==> src/hw/rtl/leb128_length_prefixed_framer_core_assert.svh <==
// Assertion helpers for the framer engine (lpf_engine).
// Each macro expects clk and rst_n in scope.
`ifndef LEB128_LENGTH_PREFIXED_FRAMER_CORE_ASSERT_SVH
`define LEB128_LENGTH_PREFIXED_FRAMER_CORE_ASSERT_SVH

// Same-cycle implication
`define LPF_ASSERT_IMP(lbl, ante, cons) \
  lbl: assert property (@(posedge clk) disable iff (!rst_n) (ante) |-> (cons)) \
    else $error("framer assertion failed");

// Next-cycle implication
`define LPF_ASSERT_NXT(lbl, ante, cons) \
  lbl: assert property (@(posedge clk) disable iff (!rst_n) (ante) |=> (cons)) \
    else $error("framer assertion failed");

`endif

==> src/hw/rtl/lpf_pkg.sv <==
package lpf_pkg;

  // Payload buffer size; header length must stay below 128 (one LEB128 byte)
  localparam int PAYLOAD_BYTES = 32;
  localparam int ADDR_W        = $clog2(PAYLOAD_BYTES);
  localparam int FILL_W        = $clog2(PAYLOAD_BYTES + 1);

  localparam logic [6:0] SEVEN_MASK = 7'h7F;

  typedef enum logic [1:0] {
    CMD_BYTE   = 2'd0,
    CMD_VARINT = 2'd1,
    CMD_FLUSH  = 2'd2,
    CMD_CLEAR  = 2'd3
  } cmd_t;

  typedef struct packed {
    cmd_t        cmd;
    logic [7:0]  data_byte;
    logic [63:0] length_value;
  } cmd_item_t;

  typedef struct packed {
    logic [7:0] out_byte;
    logic       last;
  } out_item_t;

endpackage

==> src/hw/rtl/leb128_length_prefixed_framer_core.sv <==
// Channel   Direction  Handshake                 Payload
// in_       input      push / full               in_cmd, in_data_byte, in_length_value
// out_      output     empty / pop               out_byte, out_last
//
// Each command is taken in ST_IDLE; a varint command then writes its 1 to 10 bytes in ST_VARINT.
// A frame is emitted as a header byte holding the fill, then the payload,
// one byte per cycle while the output queue has room, from the payload buffer's single read port.
// Two-entry queues on each side let input and output stall independently.
// Reset (rst_n low, synchronous) empties both queues and the payload buffer.
module leb128_length_prefixed_framer_core
  import lpf_pkg::*;
(
  input  logic        clk,
  input  logic        rst_n,
  input  logic        in_push,
  output logic        in_full,
  input  logic [1:0]  in_cmd,
  input  logic [7:0]  in_data_byte,
  input  logic [63:0] in_length_value,
  output logic        out_empty,
  input  logic        out_pop,
  output logic [7:0]  out_byte,
  output logic        out_last
);

  cmd_item_t cmd_item;
  logic      cmd_valid, cmd_pop;
  out_item_t push_item, head;
  logic      push_valid, push_ready;

  lpf_cmd_queue u_front (
    .clk          (clk),
    .rst_n        (rst_n),
    .push         (in_push),
    .full         (in_full),
    .cmd          (in_cmd),
    .data_byte    (in_data_byte),
    .length_value (in_length_value),
    .deq_valid    (cmd_valid),
    .deq          (cmd_pop),
    .deq_item     (cmd_item)
  );

  lpf_engine u_engine (
    .clk        (clk),
    .rst_n      (rst_n),
    .cmd_valid  (cmd_valid),
    .cmd_pop    (cmd_pop),
    .cmd_item   (cmd_item),
    .push_valid (push_valid),
    .push_ready (push_ready),
    .push_item  (push_item)
  );

  lpf_out_queue u_out (
    .clk       (clk),
    .rst_n     (rst_n),
    .enq_valid (push_valid),
    .enq_ready (push_ready),
    .enq_item  (push_item),
    .empty     (out_empty),
    .pop       (out_pop),
    .head      (head)
  );

  assign out_byte = head.out_byte;
  assign out_last = head.last;

endmodule

==> src/hw/rtl/lpf_cmd_queue.sv <==
// Front end: takes commands, decodes the opcode, buffers two entries
module lpf_cmd_queue
  import lpf_pkg::*;
(
  input  logic        clk,
  input  logic        rst_n,
  input  logic        push,
  output logic        full,
  input  logic [1:0]  cmd,
  input  logic [7:0]  data_byte,
  input  logic [63:0] length_value,
  output logic        deq_valid,
  input  logic        deq,
  output cmd_item_t   deq_item
);

  cmd_item_t  entry_r [2];
  logic [1:0] cnt_r, cnt_nxt;
  logic       wr_ptr_r, rd_ptr_r;
  logic       wr, rd;
  cmd_item_t  new_item;

  assign full      = (cnt_r == 2'd2);
  assign deq_valid = (cnt_r != 2'd0);
  assign deq_item  = entry_r[rd_ptr_r];
  assign wr        = push && !full;
  assign rd        = deq && deq_valid;
  assign cnt_nxt   = cnt_r + {1'b0, wr} - {1'b0, rd};

  // Decode; drop the fields a command does not use
  always_comb begin
    new_item.cmd          = cmd_t'(cmd);
    new_item.data_byte    = (new_item.cmd == CMD_BYTE)   ? data_byte    : 8'd0;
    new_item.length_value = (new_item.cmd == CMD_VARINT) ? length_value : 64'd0;
  end

  always_ff @(posedge clk) begin
    if (!rst_n) begin
      cnt_r    <= 2'd0;
      wr_ptr_r <= 1'b0;
      rd_ptr_r <= 1'b0;
    end else begin
      cnt_r <= cnt_nxt;
      if (wr) wr_ptr_r <= !wr_ptr_r;
      if (rd) rd_ptr_r <= !rd_ptr_r;
    end
  end

  always_ff @(posedge clk) begin
    if (wr) entry_r[wr_ptr_r] <= new_item;
  end

endmodule

==> src/hw/rtl/lpf_out_queue.sv <==
// Result queue: two entries between the engine and the consumer
module lpf_out_queue
  import lpf_pkg::*;
(
  input  logic      clk,
  input  logic      rst_n,
  input  logic      enq_valid,
  output logic      enq_ready,
  input  out_item_t enq_item,
  output logic      empty,
  input  logic      pop,
  output out_item_t head
);

  out_item_t  entry_r [2];
  logic [1:0] cnt_r, cnt_nxt;
  logic       wr_ptr_r, rd_ptr_r;
  logic       wr, rd;

  assign enq_ready = (cnt_r != 2'd2);
  assign empty     = (cnt_r == 2'd0);
  assign head      = entry_r[rd_ptr_r];
  assign wr        = enq_valid && enq_ready;
  assign rd        = pop && !empty;
  assign cnt_nxt   = cnt_r + {1'b0, wr} - {1'b0, rd};

  always_ff @(posedge clk) begin
    if (!rst_n) begin
      cnt_r    <= 2'd0;
      wr_ptr_r <= 1'b0;
      rd_ptr_r <= 1'b0;
    end else begin
      cnt_r <= cnt_nxt;
      if (wr) wr_ptr_r <= !wr_ptr_r;
      if (rd) rd_ptr_r <= !rd_ptr_r;
    end
  end

  always_ff @(posedge clk) begin
    if (wr) entry_r[wr_ptr_r] <= enq_item;
  end

endmodule

==> src/hw/rtl/lpf_engine.sv <==
// Back end: varint expansion, payload buffer and frame emission
module lpf_engine
  import lpf_pkg::*;
(
  input  logic      clk,
  input  logic      rst_n,
  input  logic      cmd_valid,
  output logic      cmd_pop,
  input  cmd_item_t cmd_item,
  output logic      push_valid,
  input  logic      push_ready,
  output out_item_t push_item
);

`include "leb128_length_prefixed_framer_core_assert.svh"

  typedef enum logic [1:0] {ST_IDLE, ST_VARINT, ST_HDR, ST_DATA} state_t;

  state_t              st_r, st_nxt;
  logic [FILL_W-1:0]   fill_r, fill_nxt, fill_inc;
  logic [ADDR_W-1:0]   idx_r, idx_nxt, last_idx;
  logic [63:0]         v_r, v_nxt, v_shift;
  logic                more_r, more_nxt;
  logic                at_full, is_last;
  logic                wr_en;
  logic [7:0]          wr_byte, vbyte;
  logic [7:0]          payload_store_r [PAYLOAD_BYTES];
  logic [7:0]          rd_data_r;

  assign fill_inc = fill_r + FILL_W'(1);
  assign at_full  = (fill_inc == FILL_W'(PAYLOAD_BYTES));
  assign v_shift  = v_r >> 7;
  assign vbyte    = {|v_shift, v_r[6:0] & SEVEN_MASK};
  assign last_idx = ADDR_W'(fill_r - FILL_W'(1));
  assign is_last  = (idx_r == last_idx);

  // Next-state logic
  always_comb begin
    st_nxt     = st_r;
    fill_nxt   = fill_r;
    idx_nxt    = idx_r;
    v_nxt      = v_r;
    more_nxt   = more_r;
    cmd_pop    = 1'b0;
    wr_en      = 1'b0;
    wr_byte    = vbyte;
    push_valid = 1'b0;
    push_item  = '{out_byte: rd_data_r, last: 1'b0};
    unique case (st_r)
      ST_IDLE: begin
        if (cmd_valid) begin
          cmd_pop = 1'b1;
          unique case (cmd_item.cmd)
            CMD_BYTE: begin
              wr_en    = 1'b1;
              wr_byte  = cmd_item.data_byte;
              fill_nxt = fill_inc;
              if (at_full) begin
                st_nxt   = ST_HDR;
                more_nxt = 1'b0;
              end
            end
            CMD_VARINT: begin
              v_nxt  = cmd_item.length_value;
              st_nxt = ST_VARINT;
            end
            CMD_FLUSH: begin
              if (fill_r != '0) begin
                st_nxt   = ST_HDR;
                more_nxt = 1'b0;
              end
            end
            CMD_CLEAR: fill_nxt = '0;
            default: ;
          endcase
        end
      end
      // one varint byte per cycle; a full buffer interrupts for a frame
      ST_VARINT: begin
        wr_en    = 1'b1;
        fill_nxt = fill_inc;
        v_nxt    = v_shift;
        if (at_full) begin
          st_nxt   = ST_HDR;
          more_nxt = |v_shift;
        end else if (v_shift == 64'd0) begin
          st_nxt = ST_IDLE;
        end
      end
      // length fits in one LEB128 byte; payload always follows
      ST_HDR: begin
        push_valid = 1'b1;
        push_item  = '{out_byte: 8'(fill_r), last: 1'b0};
        idx_nxt    = '0;
        if (push_ready) st_nxt = ST_DATA;
      end
      ST_DATA: begin
        push_valid = 1'b1;
        push_item  = '{out_byte: rd_data_r, last: is_last};
        if (push_ready) begin
          if (is_last) begin
            fill_nxt = '0;
            st_nxt   = more_r ? ST_VARINT : ST_IDLE;
          end else begin
            idx_nxt = idx_r + ADDR_W'(1);
          end
        end
      end
      default: st_nxt = ST_IDLE;
    endcase
  end

  always_ff @(posedge clk) begin
    if (!rst_n) begin
      st_r   <= ST_IDLE;
      fill_r <= '0;
      more_r <= 1'b0;
    end else begin
      st_r   <= st_nxt;
      fill_r <= fill_nxt;
      more_r <= more_nxt;
    end
  end

  always_ff @(posedge clk) begin
    idx_r <= idx_nxt;
    v_r   <= v_nxt;
  end

  // Payload buffer: write at fill position, registered read at next index
  always_ff @(posedge clk) begin
    if (wr_en) payload_store_r[fill_r[ADDR_W-1:0]] <= wr_byte;
    rd_data_r <= payload_store_r[idx_nxt];
  end

  `LPF_ASSERT_IMP(a_write_room, wr_en, fill_r < FILL_W'(PAYLOAD_BYTES))
  `LPF_ASSERT_IMP(a_push_in_frame, push_valid, st_r == ST_HDR || st_r == ST_DATA)
  `LPF_ASSERT_IMP(a_idx_in_fill, st_r == ST_DATA, FILL_W'(idx_r) < fill_r)
  `LPF_ASSERT_NXT(a_frame_clears, st_r == ST_DATA && push_ready && is_last, fill_r == '0)

endmodule
==> config.mk <==
export PLATFORM = sky130hd
export DESIGN_NAME = leb128_length_prefixed_framer_core
export DESIGN_NICKNAME = d
export VERILOG_FILES = /design/src/hw/rtl/lpf_pkg.sv /design/src/hw/rtl/leb128_length_prefixed_framer_core.sv /design/src/hw/rtl/lpf_cmd_queue.sv /design/src/hw/rtl/lpf_out_queue.sv /design/src/hw/rtl/lpf_engine.sv
export VERILOG_INCLUDE_DIRS = /design/src /design/src/hw/rtl
export SDC_FILE = /design/constraint.sdc
export NUM_CORES = 1
export LEC_CHECK = 0
export BUFFER_PORTS_ARGS = -buffer_cell sky130_fd_sc_hd__buf_2
export CORE_ASPECT_RATIO = 0.8
export CORE_MARGIN = 1
export CORE_UTILIZATION = 40
export DETAILED_ROUTE_END_ITERATION = 10
export PLACE_DENSITY = 0.53
export SYNTH_ARGS = -nofsm -noshare
export SYNTH_HDL_FRONTEND = slang
export SYNTH_SLANG_ARGS = --single-unit
==> constraint.sdc <==
create_clock -name clk -period 11.3 [get_ports clk]
set_input_delay 0.565 -clock clk [delete_from_list [all_inputs] [get_ports clk]]
set_output_delay 0.565 -clock clk [all_outputs]
set_load 0.1 [all_outputs]
### Word level (Yosys, flattened, before mapping)

Memory sizes are Yosys's and may differ from the RTL's. A register that Yosys moved wholly into a read port is not among the register bits.
Cells that the tools add are included.

| storage, ports and cells | value |
|---|---|
| bits in registers | 86 |
| latch bits | 0 |
| bits in writable memories | 422 |
| memory bits (read-only) | 0 |
| input bits | 78 |
| word-level logic and storage cells | 119 |
| memories | 3 |

Memories:

| name | depth | width | rd ports | clocked after Yosys merged registers in | write ports | RTL line | source |
|---|---|---|---|---|---|---|---|
| u_engine.payload_store_r | 32 | 8 | 1 | 1 | 1 | lpf_engine.sv:27 | `logic [7:0] payload_store_r [PAYLOAD_BYTES];` |
| u_front.entry_r | 2 | 74 | 1 | 1 | 1 | lpf_cmd_queue.sv:17 | `cmd_item_t entry_r [2];` |
| u_out.entry_r | 2 | 9 | 1 | 1 | 1 | lpf_out_queue.sv:15 | `out_item_t entry_r [2];` |

| operators by class | value |
|---|---|
| add/subtract/negate cells | 7 |
| multipliers | 0 |
| divide/modulo/power cells | 0 |
| magnitude comparators | 0 |
| equality and inequality tests | 23 |
| shift operators | 0 |
| muxes and demuxes | 50 |
| bitwise logic cells | 0 |
| reductions and logical operators | 25 |

Operator list:

| operator | count |
|---|---|
| 64-bit 2-to-1 mux | 3 |
| 64-bit one-hot mux with 2 select lines | 1 |
| 64-bit zero test | 1 |
| 57-bit OR reduction | 1 |
| 8-bit 2-to-1 mux | 4 |
| 1-bit 2-to-1 mux | 20 |
| 6-bit 2-to-1 mux | 3 |
| 6-bit one-hot mux with 3 select lines | 1 |
| 9-bit one-hot mux with 2 select lines | 1 |
| 2-bit 2-to-1 mux | 8 |
| 6-bit one-hot mux with 2 select lines | 1 |
| 2-bit == test, second input constant | 5 |
| 5-bit 2-to-1 mux | 2 |
| 5-bit one-hot mux with 2 select lines | 1 |
| 2-bit zero test | 4 |
| 2-bit by 1-bit inequality test with 1-bit output, second input constant | 4 |
| 2-bit one-hot mux with 4 select lines | 1 |
| 8-bit AND reduction | 1 |
| 6-bit by 1-bit adder with 6-bit output, second input constant | 1 |
| 2-bit by 1-bit == test with 1-bit output, second input constant | 3 |
| 6-bit == test, second input constant | 1 |
| 1-bit zero test | 6 |
| 2-bit inequality test, second input constant | 3 |
| 3-bit by 2-bit inequality test with 1-bit output, second input constant | 2 |
| other kinds (18) | 27 |

### Depth between registers and ports, before layout

Gate-level depths: netlist of run 1.

| logic depth | value |
|---|---|
| word-level depth | 6 |
| mapped depth | 13 |
| mapped depth without buffers | 11 |

### By module

Synthesis of run 1 repeated with hierarchy kept, for this count alone.

| unflattened totals | value |
|---|---|
| cells, all modules | 1697 |
| area, all modules | 23055.9 um^2 |

By module, submodules not included:

| module | times used | cells each | area an instance (um^2) | seq. area each (um^2) |
|---|---|---|---|---|
| lpf_engine | 1 | 1309 | 15854.0 | 10049.6 |
| lpf_cmd_queue | 1 | 336 | 6322.3 | 4544.4 |
| lpf_out_queue | 1 | 52 | 879.6 | 640.6 |

### Least setup slack after synthesis of run 1

No wires, ideal clock.

| timing path | value |
|---|---|
| kind | reg-to-reg |
| start point | register (tool-made name) |
| end point | register u_engine.v_r[0] (enable) |
| arrival time | 4.510 ns |
| setup slack | 6.303 ns |
| stages on the path, launching flop included | 8 |
| clock period less this slack | 4.997 ns |
| cells stage by stage | dfxtp_1 -> clkbuf_1 -> buf_1 -> buf_1 -> mux2i_1 -> ha_1 -> a21oi_1 -> nor2_1 |

RTL lines:

| item | RTL line | source |
|---|---|---|
| to (signal assigned) | lpf_engine.sv:127 | `v_r <= v_nxt;` |
| to (decl) | lpf_engine.sv:22 | `logic [63:0] v_r, v_nxt, v_shift;` |

### Worst setup path in the final report of run 1

| timing path | value |
|---|---|
| start point | register u_engine.st_r[1] |
| end point | register u_engine.rd_data_r[2], read port of u_engine.payload_store_r |

| on the way | value |
|---|---|
| cells in the longest elaborated chain, start to end | 2 |
| elaborated cells between the ends (all ways) | 3 |
| those cells by class | eq/ne (2); mux (1) |

RTL lines:

| item | RTL line | source |
|---|---|---|
| from (decl) | lpf_engine.sv:19 | `state_t st_r, st_nxt;` |
| from (signal assigned) | lpf_engine.sv:119 | `st_r <= st_nxt;` |
| 2-bit == test | lpf_engine.sv:49 | `unique case (st_r)` |
| 5-bit one-hot mux with 2 select lines * | lpf_engine.sv:49 |  |
| to (decl) | lpf_engine.sv:28 | `logic [7:0] rd_data_r;` |

Every way passes the cells marked *; elsewhere a longest branch is shown, timed or not.
A chain may end at the register's enable or synchronous reset.

==> metrics.cfg, run 1 <==
[run_status]
status = finished, violations left
violations = design-rule violations

[synthesis]
synth-warning-count = 0
synth_area_leaders = edfxtp_1 (68%), mux2i_1 (12%), dfxtp_1 (3.0%)
synth_nets = 1501
netlist_area_um2 = 21500
synth-edff-count = 486
yosysTopAreaCellShare = 0.680
ys_seq_elements = 518
avgSynthCellArea_um2 = 15.2
netlist_instances = 1410
synth_flop_cell = edfxtp_1
synth_cell_type_count = 64
synth_top_area_cell = edfxtp_1
seq_area_frac_synth = 0.710
async_flop_share = 0

[setup_path]
critical_path_class = register to register
rr_startpoint = u_engine.st_r[1]
cp.arrival_ps = 4880
reg2regPathDepth = 9
r2r-end = u_engine.rd_data_r[2]
worstPathMaxFanout = 128
start_kind = register
endpoint_kind = register
endpoint = u_engine.rd_data_r[2]
critical_path_required_ps = 11750
startpoint = u_engine.st_r[1]
reg2reg_slack_ps = 6870

[clocking]
ctsHoldBuffers = 0
clockBufferDepth = 3
clk_pin_slew_ps = 70
cts-resized-gates = 0
cts_tree = yes
htreeDepth = 2
cts-root-buf = clkbuf_16
numCtsBuffers = 52
cts_setup_buffers = 0
worstSkewPairLatency_ps = 610
cts.sinks = 518

[detailed_routing]
drcViolationCount = 4
routed_wl_mm = 48.1
drtAntennaViolNets = 0
drtIter0Drc = 1060
drt_pre_antenna_iters = 10
vias = 11600
via_per_inst = 5.21
wl_per_cell_um = 21.6

[die]
top_level_ports = 89
initial_core_util = 0.407
core_um2 = 52700
rows = 75
chipHeight_um = 209
dieArea_um2 = 54600
die_x_um = 261

[power]
seq_power_share = 0.428
internal_power_mw = 4.23
switchingPower_mw = 2.19
clkPwrFrac = 0.263
total_power_mw = 6.42
switching_share = 0.341
power.density_nw_per_um2 = 264
power.leakage_nw = 8.47
power_frac_comb = 0.309
ir_worst_vdd_v = 0.000327

[finish]
antenna_cells = 0
drive_gt1_frac = 0.146
area_growth_pct = 13.3
regArea_um2 = 15200
fin_area_um2 = 24300
nFillCells = 4656
final_util = 0.461
nets = 1588
multiInputGateArea_um2 = 5890

[placed_design]
place.port_buffers = 88
dp_hpwl_mm = 30.6
pre_cts_ws_ps = 7010
place_area_um2 = 22700
gp_congestion = 0.813

[timing]
timing.final.crit_share = 0.392
slew_headroom = 0.247
fin_ws_ps = 6870
final-hold-violation-count = 0
finalSetupViolCount = 0
tns_ps = 0
worst_pin_slew_ps = 1130
rsz0062_at_grt = false
final_max_slew_viol_count = 0
fmaxAchievable_mhz = 226
skew_ps = 35.9
fin_crit_ps = 4430

[global_route]
overflow = 0
grt_max_degree = 129
grt_pass1_wl_mm = 72.9
grt_pass1_vias = 11500
grt_use_total = 0.179
grt_antenna_before_repair = 0

[run]
maxCapViolations = 0

[hold_path]
hp-class = input port to register

==> per-stage QoR <==
step / hold slack, ps / std cells
2_1_floorplan: 482 / 1410
3_3_place_gp: 504 / 2136
3_5_place_dp: 514 / 2136
4_1_cts: 170 / 2232
5_1_grt: 190 / 2232
6_report: 202 / 2232
==> state kept, by name, summed over array words and instances (netlist names), 2 cells and up, named ones only <==
name	flops
u_front.cnt_r	2
u_out.entry_r	18
u_out.cnt_r	2
u_front.entry_r	148
u_engine.v_r	64
u_engine.payload_store_r	256
u_engine.idx_r	5
u_engine.rd_data_r	8
u_engine.fill_r	6
u_engine.st_r	2
==> Yosys cell counts (all sizes together), types with 10 or more instances <==
library cell / count
and3: 10
edfxtp: 486
xnor2: 10
mux2i: 261
nor2: 124
a22oi: 31
clkbuf: 34
nand2: 48
o21ai: 17
nor2b: 10
inv: 23
dfxtp: 32
nor3: 15
and2: 84
buf: 37
mux2: 10
nand4: 13
ha: 13
nor4: 18
a21oi: 67
==> power by group through the flow <==
stage | logic [mW] | clock network [mW] | registers (mW)
finish | 1.98 | 1.68 | 2.75
global route | 2.16 | 1.79 | 2.78
CTS | 2.00 | 1.72 | 2.75
detailed placement | 2.00 | 0 | 2.78
global placement | 1.98 | 0 | 2.79
floorplan | 1.55 | 0 | 2.68
==> cells by family (layout without fill, tap and decap cells) <==
| family | count (synthesis) | count (layout) | synth area share |
|---|---|---|---|
| DFF | 518 | 518 | 0.710 |
| and+or+nand+nor | 347 | 347 | 0.0824 |
| muxes | 271 | 271 | 0.128 |
| AOI/OAI and AO/OA | 153 | 153 | 0.0457 |
| buffers and inverters | 94 | 223 | 0.0206 |
| xor gates and xnor gates | 14 | 14 | 0.00659 |
| adders and majority gates | 13 | 13 | 0.00758 |
==> routing by layer <==
metal	GRT usage	up-vias	wire, um
met5	0	-	0
li1	-	5507	-
met3	0.0308	53	2480
met2	0.251	277	20200
met1	0.283	5798	24600
met4	0.0485	0	870
==> cell usage in the layout, fill, tap and decap left out, types with 13 or more instances in the layout <==
cell type    n
nand4_1     13
clkbuf_16   53
clkbuf_1    13
edfxtp_1   486
a22oi_1     31
buf_4       15
dfxtp_1     31
nand2_1     48
mux2i_1    260
ha_1        13
inv_1       22
nor4_1      17
a21oi_1     65
buf_2       88
and2_1      84
nor2_1     122
==> critical path, stage by stage (launching register included) <==
cell and delay [ps]:
dfxtp_1 780, nor2b_1 760, nor2_1 130, o211a_1 180
nor4_2 370, buf_12 540, mux2i_1 290, mux2i_1 100
a22oi_1 620, nand4_1 150
==> worst min-delay path by stage <==
stage | slack [ps] | startpoint | cells after the start | end
after floorplan | 480 | u_engine.more_r | 2 | u_engine.more_r
after global placement | 500 | u_engine.more_r | 2 | u_engine.more_r
after detailed placement | 510 | u_engine.more_r | 2 | u_engine.more_r
after CTS | 170 | in_cmd[0] | 1 | u_front.entry_r[1][72]
after global routing | 190 | in_cmd[0] | 1 | u_front.entry_r[1][72]
final | 200 | in_cmd[0] | 1 | u_front.entry_r[1][72]
==> area by class of cell <==
type                            count  area share
Timing Repair Buffer              104      0.0236
Inverter                           23     0.00355
Tap cell                          693      0.0357
Clock inverter                     30      0.0119
Clock buffer                       66      0.0566
Multi-Input combinational cell    798       0.242
Sequential cell                   518       0.627
Note: power is estimated with default switching activity, not from simulation.
==> run 2, diff against run 1 <==
==> constraint.sdc (replaced) <==
create_clock -name clk -period 4.1 [get_ports clk]
set_input_delay 0.205 -clock clk [delete_from_list [all_inputs] [get_ports clk]]
set_output_delay 0.205 -clock clk [all_outputs]
set_load 0.1 [all_outputs]
==> run 2 against run 1 <==
The flow still finishes with violations (design-rule violations). Critical path depth up 1. Clock power rose to 2.8 times the previous value. First-iteration DRC count down 15%. Via count up 4.6%. Worst setup slack worse by 6600 ps. Non-clock buffer count up 118. Sequential cell count unchanged. Sequential power rose to 2.7 times the previous value. Design area up 4.7%. Fmax up 17%. Highest routed layer unchanged.
==> metrics.cfg, run 2 (synthesized netlist as in run 1, its figures left out) <==
[run_status]
status = finished, violations left
violations = design-rule violations

[detailed_routing]
via_per_inst = 5.19  ; -0.52%
vias = 12200  ; +4.6%
drtAntennaViolNets = 0  ; unchanged
drt_pre_antenna_iters = 9  ; -1
drtIter0Drc = 900  ; -15%
wl_per_cell_um = 20.8  ; -3.4%
routed_wl_mm = 48.9  ; +1.6%
drcViolationCount = 5  ; +1

[timing]
slew_headroom = 0.120  ; -0.127
timing.final.crit_share = 0.923  ; +0.531
hold_ws_ps = 134  ; -68.1 ps
fmaxAchievable_mhz = 264  ; +17%
finalSetupViolCount = 0  ; unchanged
skew_ps = 29.9  ; -5.99 ps
rsz0062_at_grt = false
fin_ws_ps = 317  ; -6550 ps
fin_crit_ps = 3780  ; -646 ps
final-hold-violation-count = 0  ; unchanged
tns_ps = 0  ; unchanged
final_max_slew_viol_count = 0  ; unchanged
worst_pin_slew_ps = 1310  ; +180 ps

[setup_path]
critical_path_required_ps = 4630  ; -7120 ps
slowest_stage = nor3_1
cp_cell_sequence = inv_1, ha_1, and3_1, o2bb2ai_1, a211o_1, and3_4, xor2_1, nor3_1, a22oi_1, nand4_1
critical_path_class = register to register
endpoint_kind = register
cp.arrival_ps = 4310  ; -570 ps
start_kind = register
critical-path-max-stage-delay_ps = 1040  ; +260 ps
worstPathMaxFanout = 9  ; -93%
reg2reg_slack_ps = 320  ; -6550 ps

[finish]
largest_reg_flops = 256  ; unchanged
layout_common_cells = edfxtp_1 (486), mux2i_1 (260), nor2_1 (122)
drive_gt1_frac = 0.156  ; +0.0103
nets = 1707  ; +7.5%
area_growth_pct = 18.6
antenna_cells = 0  ; unchanged
fin_cells = 2348  ; +5.2%
final_common_cell = edfxtp_1

[placed_design]
pre_cts_ws_ps = 430  ; -6580 ps
gp_congestion = 0.798  ; -1.8%
dp_hpwl_mm = 30.9  ; +0.83%
place.port_buffers = 88  ; unchanged
placed_cells = 2179  ; +2.0%

[die]
chipHeight_um = 209  ; unchanged
die_x_um = 261  ; unchanged
dieArea_um2 = 54600  ; unchanged
rows = 75  ; unchanged
top_level_ports = 89  ; unchanged
initial_core_util = 0.407  ; unchanged
core_um2 = 52700  ; unchanged

[global_route]
grt_antenna_before_repair = 1  ; +1
grt_pass1_wl_mm = 73.7  ; +1.0%
grt_use_total = 0.181  ; +0.00192
grt_max_degree = 95  ; -26%
overflow = 0  ; unchanged
grt_pass1_vias = 11800  ; +2.4%

[power]
power.leakage_nw = 9.05  ; +6.9%
power.density_nw_per_um2 = 707  ; +170%
total_power_mw = 18.0  ; +180%
ir_worst_vdd_v = 0.000507  ; +55%

[clocking]
htreeDepth = 2  ; unchanged
numCtsBuffers = 53  ; +1.9%
cts.sinks = 518  ; unchanged
clk_pin_slew_ps = 60  ; about the same
clockBufferDepth = 3  ; unchanged
worstSkewPairLatency_ps = 600  ; about the same
cts-root-buf = clkbuf_16
cts_setup_buffers = 0  ; unchanged
cts_tree = yes

[run]
maxCapViolations = 0  ; unchanged

[hold_path]
hp-class = input port to register

-- run 2: cell count changes in the layout (fill, tap and decap cells not counted), moves of 2 or more --
| cell | change |
|---|---|
| dlygate4sd3_1 | +75 |
| buf_4 | +40 |
| clkinv_4 | -2 |
| bufinv_16 | +3 |
| clkinvlp_4 | -6 |
| inv_6 | -2 |
| clkbuf_1 | -2 |
| buf_12 | +3 |
| o21ai_4 | +2 |
| o21ai_2 | -2 |
| clkinv_1 | +8 |
-- run 2: metrics by stage --
step / util / area [um2]
after global placement: 0.437 / 23000
after CTS: 0.483 / 25500
final: 0.483 / 25500
after global routing: 0.483 / 25500
after floorplan: - / 21500
after detailed placement: 0.437 / 23000
-- run 2: worst paths after layout --
path                           end  cells past startpoint               start
max          u_engine.rd_data_r[1]                     10  u_engine.fill_r[0]
min                       register                      4             out_pop
max reg2reg  u_engine.rd_data_r[1]                     10  u_engine.fill_r[0]
min reg2reg               register                      2      u_out.rd_ptr_r
-- run 2: where the power goes --
part           switching, mW  total [mW]  internal (mW)  leakage [nW]
clock network           1.98        4.73           2.75         0.819
registers              0.371        7.44           7.06          4.72
logic                   3.71        5.83           2.12          3.51
total                   6.07        18.0           11.9          9.05
-- run 2: cell type report --
cell class,instances,area [um2]
fillers,4520,27300
well taps,693,867
repair buffers,222,1680
multi-input cells,798,5900
clock inverters,30,325
inverters,23,86.3
flip-flops and latches,518,15200
clock buffers,64,1370
-- run 2: critical path, delay by kind of cell, from the launching register on --
family                     cells  cell delay (ps)
buffers and inverters          1              130
and+or+nand+nor                4             1670
adders and majority gates      1              290
xor gates and xnor gates       1               70
DFF                            1              510
AOI/OAI and AO/OA              3             1070
-- run 2: routing by layer --
layer / share of wire / track usage / vias up
li1: - / - / 5738
met1: 0.51 / 0.287 / 6055
met2: 0.42 / 0.257 / 328
met3: 0.054 / 0.0303 / 55
met4: 0.016 / 0.0445 / 0
met5: 0 / 0 / -
-- run 2: timing repair --
item / in CTS / in global routing
hold endpoints to repair: 152 / 0
hold buffers: 75 / 0
resized for setup: 0 / 0
==> run 3, diff against run 2 <==
--- a/config.mk
+++ b/config.mk
@@ -9,9 +9,10 @@
 export BUFFER_PORTS_ARGS = -buffer_cell sky130_fd_sc_hd__buf_2
 export CORE_ASPECT_RATIO = 0.8
 export CORE_MARGIN = 1
-export CORE_UTILIZATION = 40
+export CORE_UTILIZATION = 50
+export CTS_BUF_LIST = sky130_fd_sc_hd__clkbuf_8
 export DETAILED_ROUTE_END_ITERATION = 10
-export PLACE_DENSITY = 0.53
+export PLACE_DENSITY = 0.64
 export SYNTH_ARGS = -nofsm -noshare
 export SYNTH_HDL_FRONTEND = slang
 export SYNTH_SLANG_ARGS = --single-unit
==> run 3 against run 2 <==
Register-to-register slack gained 80 ps. Largest cell class unchanged. The run now ends clean. Power shrank 4.5%. Wire length shrank 4.1%. Clock skew shrank 2.4 ps. Sequential share of layout area grew 1.5 points. Clock power shrank 17%. Non-clock buffer count shrank 24. Combinational power is essentially flat. Final cell count shrank 5.0%. Critical path depth grew 2.
==> metrics.cfg, run 3 (synthesized netlist as in run 1, its figures left out) <==
[placed_design]
place.port_buffers = 88  ; unchanged
place_area_um2 = 22700  ; -1.5%
dp_hpwl_mm = 29.1  ; -5.6%
gp_congestion = 0.872  ; +9.3%
placed_cells = 2014  ; -7.6%
pre_cts_ws_ps = 486  ; +56.3 ps

[timing]
hold_ws_ps = 78.5  ; -55.2 ps
final-hold-violation-count = 0  ; unchanged
tns_ps = 0  ; unchanged
timing.final.crit_share = 0.904  ; -0.0187
final_max_slew_viol_count = 0  ; unchanged
rsz0062_at_grt = false
fin_crit_ps = 3710  ; -76.7 ps
finalSetupViolCount = 0  ; unchanged
skew_ps = 27.5  ; -2.43 ps
worst_pin_slew_ps = 1140  ; -168 ps
fin_ws_ps = 394  ; +76.7 ps
slew_headroom = 0.233  ; +0.113
fmaxAchievable_mhz = 270  ; +2.1%

[global_route]
grt_pass1_vias = 12100  ; +2.7%
grt_use_total = 0.219  ; +0.0378
grt_antenna_before_repair = 1  ; unchanged
grt_pass1_wl_mm = 71.5  ; -2.9%
overflow = 0  ; unchanged
grt_max_degree = 76  ; -20%

[power]
clkPwrFrac = 0.229  ; -0.034
ir_worst_vdd_v = 0.000357  ; -30%
total_power_mw = 17.2  ; -4.5%
internal_power_mw = 11.2  ; -6.3%
power_frac_comb = 0.339  ; +0.015
switchingPower_mw = 6.02  ; -0.85%
power.leakage_nw = 8.94  ; -1.2%
switching_share = 0.350  ; +0.0128
seq_power_share = 0.433  ; +0.020
power.density_nw_per_um2 = 691  ; -2.2%

[detailed_routing]
wl_per_cell_um = 21.0  ; +0.91%
drcViolationCount = 0  ; -5
drtIter0Drc = 1157  ; +29%
vias = 12400  ; +1.5%
routed_wl_mm = 46.9  ; -4.1%
drt_pre_antenna_iters = 7  ; -2
via_per_inst = 5.54  ; +6.8%
drtAntennaViolNets = 0  ; unchanged

[finish]
area_growth_pct = 15.8
antenna_cells = 0  ; unchanged
largest_reg_flops = 256  ; unchanged
layout_common_cells = edfxtp_1 (486), mux2i_1 (260), nor2_1 (122)
nFillCells = 3263  ; -28%
fin_cells = 2231  ; -5.0%
drive_gt1_frac = 0.155  ; -0.000442
final_common_cell = edfxtp_1
fin_area_um2 = 24900  ; -2.4%
regArea_um2 = 15200  ; unchanged
multiInputGateArea_um2 = 5890  ; -0.13%
final_util = 0.591  ; +0.108
nets = 1709  ; +0.12%

[clocking]
cts-root-buf = clkbuf_8
htreeDepth = 3  ; +1
clockBufferDepth = 3  ; unchanged
cts_tree = yes
cts.sinks = 518  ; unchanged
cts_setup_buffers = 0  ; unchanged
worstSkewPairLatency_ps = 660  ; +60 ps
clk_pin_slew_ps = 60  ; about the same
numCtsBuffers = 79  ; +49%

[die]
core_um2 = 42100  ; -20%
chipHeight_um = 187  ; -10%
rows = 67  ; -11%
die_x_um = 234  ; -10%
top_level_ports = 89  ; unchanged
dieArea_um2 = 43800  ; -20%
initial_core_util = 0.510  ; +0.103

[setup_path]
cp.arrival_ps = 4220  ; -90 ps
slowest_stage = dfxtp_1
critical_path_class = register to register
critical-path-max-stage-delay_ps = 520  ; -520 ps
worstPathMaxFanout = 23  ; +14
start_kind = register
endpoint_kind = register
critical_path_required_ps = 4610  ; -20 ps
cp_cell_sequence = inv_1, ha_1, and3_1, o2bb2ai_1, nor4_1, nor4_2, buf_12, buf_12, mux2i_1, mux2i_1, a22oi_1, nand4_1

[run]
maxCapViolations = 0  ; unchanged

[run_status]
status = finished, final reports clean

[hold_path]
hp-class = input port to register

[run 3: cell types whose count changed in the layout (fill, tap and decap cells not counted), moves of 4 or more]
cell	change
buf_4	-26
clkbuf_16	-53
inv_1	+28
bufinv_16	-5
clkbuf_1	-11
clkbuf_8	+83
clkinv_1	+4
[run 3: worst max-delay path, delay by kind of cell (launching register included)]
kind	cells	cell delay, ps
adder cells (fa/ha/maj)	1	300
flip-flops	1	520
multiplexers	2	350
buffers and inverters	3	630
AO/OA/AOI/OAI	2	840
AND/OR/NAND/NOR	4	870
[run 3: final cells by class]
cell class	instances	share of cell area
Sequential cell	518	0.613
Multi-Input combinational cell	798	0.237
Timing Repair Buffer	198	0.0615
Clock buffer	83	0.0460
Tap cell	552	0.0278
Clock inverter	59	0.0115
Inverter	23	0.00347
[run 3: worst paths after layout]
check / from / endpoint / slack [ps] / cells after the start
max reg2reg: u_engine.fill_r[0] / u_engine.rd_data_r[7] / 390 / 12
min: in_push / u_front.wr_ptr_r / 80 / 4
min reg2reg: u_engine.more_r / u_engine.more_r / 530 / 2
max: u_engine.fill_r[0] / u_engine.rd_data_r[7] / 390 / 12
[run 3: per-layer routing]
metal / global-route usage / vias to the layer above / part of all wire
li1: - / 5749 / -
met1: 0.331 / 6168 / 0.48
met2: 0.312 / 341 / 0.43
met3: 0.0527 / 96 / 0.060
met4: 0.0669 / 2 / 0.026
met5: 0 / - / 0.00023
[run 3: power by group through the flow]
stage	clock network, mW	logic (mW)	registers, mW
finish	3.93	5.82	7.44
global route	4.24	6.31	7.49
CTS	4.02	5.87	7.42
detailed placement	0	5.80	7.52
global placement	0	5.71	7.51
floorplan	0	4.27	7.37
[run 3: what timing repair did]
item | 4_1_cts | 5_1_grt
hold buffers | 75 | 0
setup endpoints to repair | 0 | 0
resized for setup | 0 | 0
hold endpoints to repair | 167 | 0
